File: src/design/assert_macros.svh
// ----------------------------------------------------------------------------
// assert_macros
// Assertion helpers shared by the RTL files.
// ----------------------------------------------------------------------------
`ifndef ASSERT_MACROS_SVH
`define ASSERT_MACROS_SVH

// Same-cycle implication, disabled while reset is held.
`define RKST_ASSERT_NOW(label, clk, rst_n, ante, cons) \
    label: assert property (@(posedge clk) disable iff (!(rst_n)) (ante) |-> (cons)) \
        else $error("same-cycle check failed");

// Next-cycle implication, disabled while reset is held.
`define RKST_ASSERT_NEXT(label, clk, rst_n, ante, cons) \
    label: assert property (@(posedge clk) disable iff (!(rst_n)) (ante) |=> (cons)) \
        else $error("next-cycle check failed");

`endif

File: src/design/rkst_pkg.sv
// ----------------------------------------------------------------------------
// rkst_pkg
// Shared types and sizes for the running k-th smallest tracker.
// ----------------------------------------------------------------------------
`default_nettype none

package rkst_pkg;

    localparam int CAPACITY = 1024;
    localparam int VALUE_W  = 64;
    localparam int ADDR_W   = $clog2(CAPACITY);
    localparam int CNT_W    = $clog2(CAPACITY + 1);

    typedef enum logic [1:0] {
        OP_ADD   = 2'd0,
        OP_GET   = 2'd1,
        OP_CLEAR = 2'd2
    } op_t;

    typedef enum logic [1:0] {
        ST_OK   = 2'd0,
        ST_RANK = 2'd1,
        ST_FULL = 2'd2
    } status_t;

    typedef enum logic [1:0] {
        S_IDLE,
        S_INSERT,
        S_FETCH
    } state_t;

    // Controller to datapath
    typedef struct packed {
        logic add_start;
        logic get_start;
        logic shift_step;
        logic get_load;
        logic err_full;
        logic err_rank;
        logic clear;
    } ctrl_cmd_t;

    // Datapath to controller
    typedef struct packed {
        logic out_free;
        logic full;
        logic rank_ok;
        logic ins_done;
    } dp_stat_t;

endpackage

`default_nettype wire

File: src/design/rkst_ctrl.sv
// ----------------------------------------------------------------------------
// rkst_ctrl
// Sequencer: decodes accepted beats and steps the datapath through inserts.
// ----------------------------------------------------------------------------
`default_nettype none
`include "assert_macros.svh"

module rkst_ctrl (
    input  wire logic                 aclk,
    input  wire logic                 aresetn,
    input  wire logic                 s_valid,
    output logic                      s_ready,
    input  wire logic [1:0]           s_op,
    input  wire rkst_pkg::dp_stat_t   stat,
    output rkst_pkg::ctrl_cmd_t       cmd
);

    rkst_pkg::state_t state_reg;
    rkst_pkg::state_t state_next;
    logic             accept;

    always_ff @(posedge aclk) begin
        if (!aresetn) begin
            state_reg <= rkst_pkg::S_IDLE;
        end else begin
            state_reg <= state_next;
        end
    end

    always_comb begin
        state_next = state_reg;
        cmd        = '0;
        s_ready    = (state_reg == rkst_pkg::S_IDLE) && stat.out_free;
        accept     = s_valid && s_ready;
        case (state_reg)
            rkst_pkg::S_IDLE: begin
                if (accept) begin
                    case (rkst_pkg::op_t'(s_op))
                        rkst_pkg::OP_ADD: begin
                            if (stat.full) begin
                                cmd.err_full = 1'b1;
                            end else begin
                                cmd.add_start = 1'b1;
                                state_next    = rkst_pkg::S_INSERT;
                            end
                        end
                        rkst_pkg::OP_GET: begin
                            if (stat.rank_ok) begin
                                cmd.get_start = 1'b1;
                                state_next    = rkst_pkg::S_FETCH;
                            end else begin
                                cmd.err_rank = 1'b1;
                            end
                        end
                        rkst_pkg::OP_CLEAR: begin
                            cmd.clear = 1'b1;
                        end
                        default: begin
                            // unused code: drop the beat
                        end
                    endcase
                end
            end
            rkst_pkg::S_INSERT: begin
                cmd.shift_step = 1'b1;
                if (stat.ins_done) begin
                    state_next = rkst_pkg::S_IDLE;
                end
            end
            rkst_pkg::S_FETCH: begin
                cmd.get_load = 1'b1;
                state_next   = rkst_pkg::S_IDLE;
            end
            default: begin
                state_next = rkst_pkg::S_IDLE;
            end
        endcase
    end

    `RKST_ASSERT_NEXT(a_fetch_one_cycle, aclk, aresetn,
        cmd.get_start, state_reg == rkst_pkg::S_FETCH && !s_ready)

endmodule

`default_nettype wire

File: config.mk
export PLATFORM = sky130hd
export DESIGN_NAME = rkst_ctrl
export DESIGN_NICKNAME = d
export VERILOG_FILES = /design/src/design/rkst_pkg.sv /design/src/design/rkst_ctrl.sv
export VERILOG_INCLUDE_DIRS = /design/src /design/src/design
export SDC_FILE = /design/constraint.sdc
export NUM_CORES = 1
export LEC_CHECK = 0
export BUFFER_PORTS_ARGS = -buffer_cell sky130_fd_sc_hd__buf_2
export CORE_AREA = 2 2 39 41
export DETAILED_ROUTE_END_ITERATION = 10
export DIE_AREA = 0 0 41 43
export SYNTH_ARGS = -nofsm -noshare
export SYNTH_HDL_FRONTEND = slang
export SYNTH_SLANG_ARGS = --single-unit
File: constraint.sdc
create_clock -name aclk -period 2.2 [get_ports aclk]
set_input_delay 0.33 -clock aclk [delete_from_list [all_inputs] [get_ports aclk]]
set_output_delay 0.33 -clock aclk [all_outputs]
set_load 0.01 [all_outputs]
==> summary.txt <==
Synth
  – Cell area after synthesis: 181.4 um^2
  – Synthesized area divided by synthesized cell count: 10.67 um^2
  – Adder-cell area share of the yosys netlist: 0
  – Compound-cell area share of the yosys netlist: 0.05517
  – Fraction of synthesized cell area in xor and xnor cells: 0
  – Syn_nets: 26
  – Top area cells in the synthesized netlist: sky130_fd_sc_hd__dfxtp_1 22%, sky130_fd_sc_hd__nand4bb_4 15%, sky130_fd_sc_hd__nor3b_1 12%
  – Total of flip-flops plus latches after synthesis: 2
  – Area share of the leading cell type in the synthesized netlist: 0.2207
  – Cell count after synthesis: 17
  – Largest family of logic cells by synthesized area: simple AND/OR/NAND/NOR gates
  – Share of synthesized area spent on multiplexers: 0
  – Portion of the post-synthesis area used by sequential elements: 0.2207
  – Cell type contributing the most total cell area after synthesis: sky130_fd_sc_hd__dfxtp_1
  – Yosys warning total: 0
  – Post-synthesis share of cell area spent on and, or, nand and nor gates: 0.7034
  – Count of unique library cells instantiated by Yosys: 13

Clock network
  – Clock latency of the later-clocked register in the worst-skew pair: 220 ps
  – Number of instances resized during post-cts repair: 0
  – CTS Buffer Depth: 2
  – Clock input transition at the sequential cells of the worst setup and hold paths: 30 ps
  – Hold bufs inserted after CTS: 0
  – Clock tree from TritonCTS: done
  – Num Clock Sinks: 2
  – Total number of H-tree levels: 1
  – Post CTS Setup Buffer Count: 0
  – TritonCTS buffer count: 3
  – Root cell of the clock tree: sky130_fd_sc_hd__clkbuf_4

Setup path
  – CP required: 1870 ps
  – Number of cells traversed by the worst register-to-register path: 2
  – Worst reg2reg endpoint: state_reg[0]
  – Reg2reg start: state_reg[1]
  – Worst-path fanout max: 5
  – Kind of start point of the critical path: flop
  – Critical Path Sink Type: output pin
  – Reg2Reg Setup Slack: 1260 ps
  – Worst Setup Path Type: reg -> out
  – Worst EP arrival: 1220 ps

Power and ir drop
  – Internal power component: 111.0 uW
  – Sequential group share of total power: 0.258
  – Fraction of power spent switching nets: 0.2357
  – Areal power density over the cells: 477.5 nW/um^2
  – Share of power burned in the clock network: 0.558
  – Share of power burned in combinational logic: 0.184
  – Switching component of the power: 34.22 uW
  – Maximum VDD drop: 0.2071 mV
  – P_leak: 0.1502 nW

STA
  – Final cycle utilization of the critical path: 0.7067
  – Fin crit period: 1555 ps
  – Endpoints failing setup: 0
  – Peak clock frequency supported by timing: 643.2 MHz
  – Worst-case clock skew: 0.3631 ps
  – Accumulated negative setup slack: 0 ps
  – Worst Tran Pin Value: 248.9 ps
  – Setup repair after global routing missed its margin: false
  – Max-slew violations: 0
  – Worst slew margin relative to its limit: 0.8317
  – Hold Violations, Final: 0

Floorplanning
  – Floorplan Core Area: 1384 um^2
  – Height of the chip: 43 um
  – Die area: 1763 um^2
  – Site row count: 14
  – Initial core utilization: 0.1311
  – Die boundary width: 41 um
  – Number of top-level pins: 17

Place
  – Cell count after placement: 49
  – Final Wtd Congestion: 0.5646
  – HPWL after DPL: 428.2 um
  – IO buf count: 16

Run
  – Maxcap violations: 0

Global routing
  – Total GRT Usage: 0.07014
  – Maximum number of pins on one net before global-route repair: 6
  – Antenna violations before repair: 0
  – Via count of the first global-routing pass: 221
  – Congestion Overflow GR: 0
  – First-pass GRT wire length: 800 um

Layout
  – Number of flip-flops in the largest register: 2
  – Finished Layout Cells: 52
  – Fraction of layout instances using a drive strength above 1: 0.5833
  – Number of antenna cells inserted: 0
  – Area growth from synthesis to final layout: 67.59%
  – Number of nets in the final layout: 47
  – Layout fillers: 161
  – Final cell utilization of the core: 0.2197

Routing
  – Starting DRT DRC Count: 0
  – First-pass iteration count of the detailed router: 1
  – Post-DR wirelength/cell: 9.635 um
  – Routed vias/inst: 4.115
  – Remaining design rule violation count: 0
  – Vias: 214
  – Wire length after detailed routing: 501 um
  – Number of nets with antenna violations after routing: 0

Worst hold path
  – Worst min-delay path category: in -> reg
  – Endpoint, Worst Hold: state_reg[0]
  – Worst hold start: aresetn
  – Count of cells along the worst hold path: 2

Outcome
  – Run status: finished clean
## power by group through the flow
stage | sequential, mW | clock, mW | combinational, mW
2_1_floorplan | 0.0378 | 0 | 0.0115
3_3_place_gp | 0.0379 | 0 | 0.0269
3_5_place_dp | 0.0379 | 0 | 0.0272
4_1_cts | 0.0374 | 0.0885 | 0.0274
5_1_grt | 0.0375 | 0.0933 | 0.0294
6_report | 0.0375 | 0.0810 | 0.0267
## layout make-up
cell class,instances,area (um^2),share of cell area
inverter,1,3.754,0.01235
sequential,2,40.04,0.1317
clock buffer,3,22.52,0.07407
timing repair buffer,16,80.08,0.2634
tap,16,20.02,0.06584
multi-input combinational,14,137.6,0.4527
## critical path, stage by stage, from the launching register on
cell and delay (ps):
sky130_fd_sc_hd__dfxtp_1 320, sky130_fd_sc_hd__nand4bb_4 250, sky130_fd_sc_hd__nor4b_2 260, sky130_fd_sc_hd__buf_2 170
## metal layers
metal	up-vias	part of all wire	GRT usage
li1	110	-	-
met1	98	0.35	0.05431
met2	6	0.56	0.1156
met3	0	0.090	0.03665
met4	0	0	0.06000
met5	-	0	0
## logic make-up (layout without fill, tap and decap cells)
logic type,after synthesis,in the layout
buffers and inverters,1,20
DFF,2,2
AOI/OAI and AO/OA,1,1
and+or+nand+nor,13,13
## worst max path at each step
stage | from | endpoint | slack, ps | depth (start not counted)
finish | state_reg[1] | cmd[2] | 650 | 3
global route | state_reg[1] | cmd[2] | 590 | 3
CTS | state_reg[1] | cmd[2] | 620 | 3
detailed placement | stat[3] | cmd[2] | 850 | 4
global placement | s_op[0] | cmd[1] | 860 | 4
floorplan | state_reg[1] | cmd[6] | 950 | 2
## synthesized netlist by cell type
| library cell | n |
|---|---|
| sky130_fd_sc_hd__nor4b_2 | 1 |
| sky130_fd_sc_hd__nor4b_1 | 1 |
| sky130_fd_sc_hd__nor3b_1 | 3 |
| sky130_fd_sc_hd__and2b_1 | 1 |
| sky130_fd_sc_hd__inv_1 | 1 |
| sky130_fd_sc_hd__and4_1 | 1 |
| sky130_fd_sc_hd__nor4_1 | 1 |
| sky130_fd_sc_hd__and3_1 | 1 |
| sky130_fd_sc_hd__nand4bb_4 | 1 |
| sky130_fd_sc_hd__a32o_1 | 1 |
| sky130_fd_sc_hd__nor2b_1 | 2 |
| sky130_fd_sc_hd__and4bb_1 | 1 |
| sky130_fd_sc_hd__dfxtp_1 | 2 |
## per-stage QoR
| stage | instance area, um^2 | hold slack, ps | worst slack [ps] | power [mW] |
|---|---|---|---|---|
| global placement | 281.5 | 623.4 | 864.3 | 0.06486 |
| global route | 304.0 | 383.3 | 594.3 | 0.1602 |
| CTS | 304.0 | 382.1 | 623.4 | 0.1533 |
| finish | 304.0 | 394.0 | 645.3 | 0.1452 |
| detailed placement | 281.5 | 622.5 | 852.8 | 0.06513 |
| floorplan | 181.4 | 492.4 | 953.5 | 0.04932 |
## layout by cell type, fill, tap and decap left out
cell,netlist,final
sky130_fd_sc_hd__and4bb_1,1,1
sky130_fd_sc_hd__nor4_1,1,1
sky130_fd_sc_hd__and3_1,1,1
sky130_fd_sc_hd__clkbuf_4,0,3
sky130_fd_sc_hd__and2b_1,1,1
sky130_fd_sc_hd__buf_2,0,16
sky130_fd_sc_hd__dfxtp_1,2,2
sky130_fd_sc_hd__nor3b_1,3,3
sky130_fd_sc_hd__a32o_1,1,1
sky130_fd_sc_hd__nor4b_1,1,1
sky130_fd_sc_hd__nor4b_2,1,1
sky130_fd_sc_hd__and4_1,1,1
sky130_fd_sc_hd__nand4bb_4,1,1
sky130_fd_sc_hd__nor2b_1,2,2
sky130_fd_sc_hd__inv_1,1,1
(Power assumes the default switching activity.)
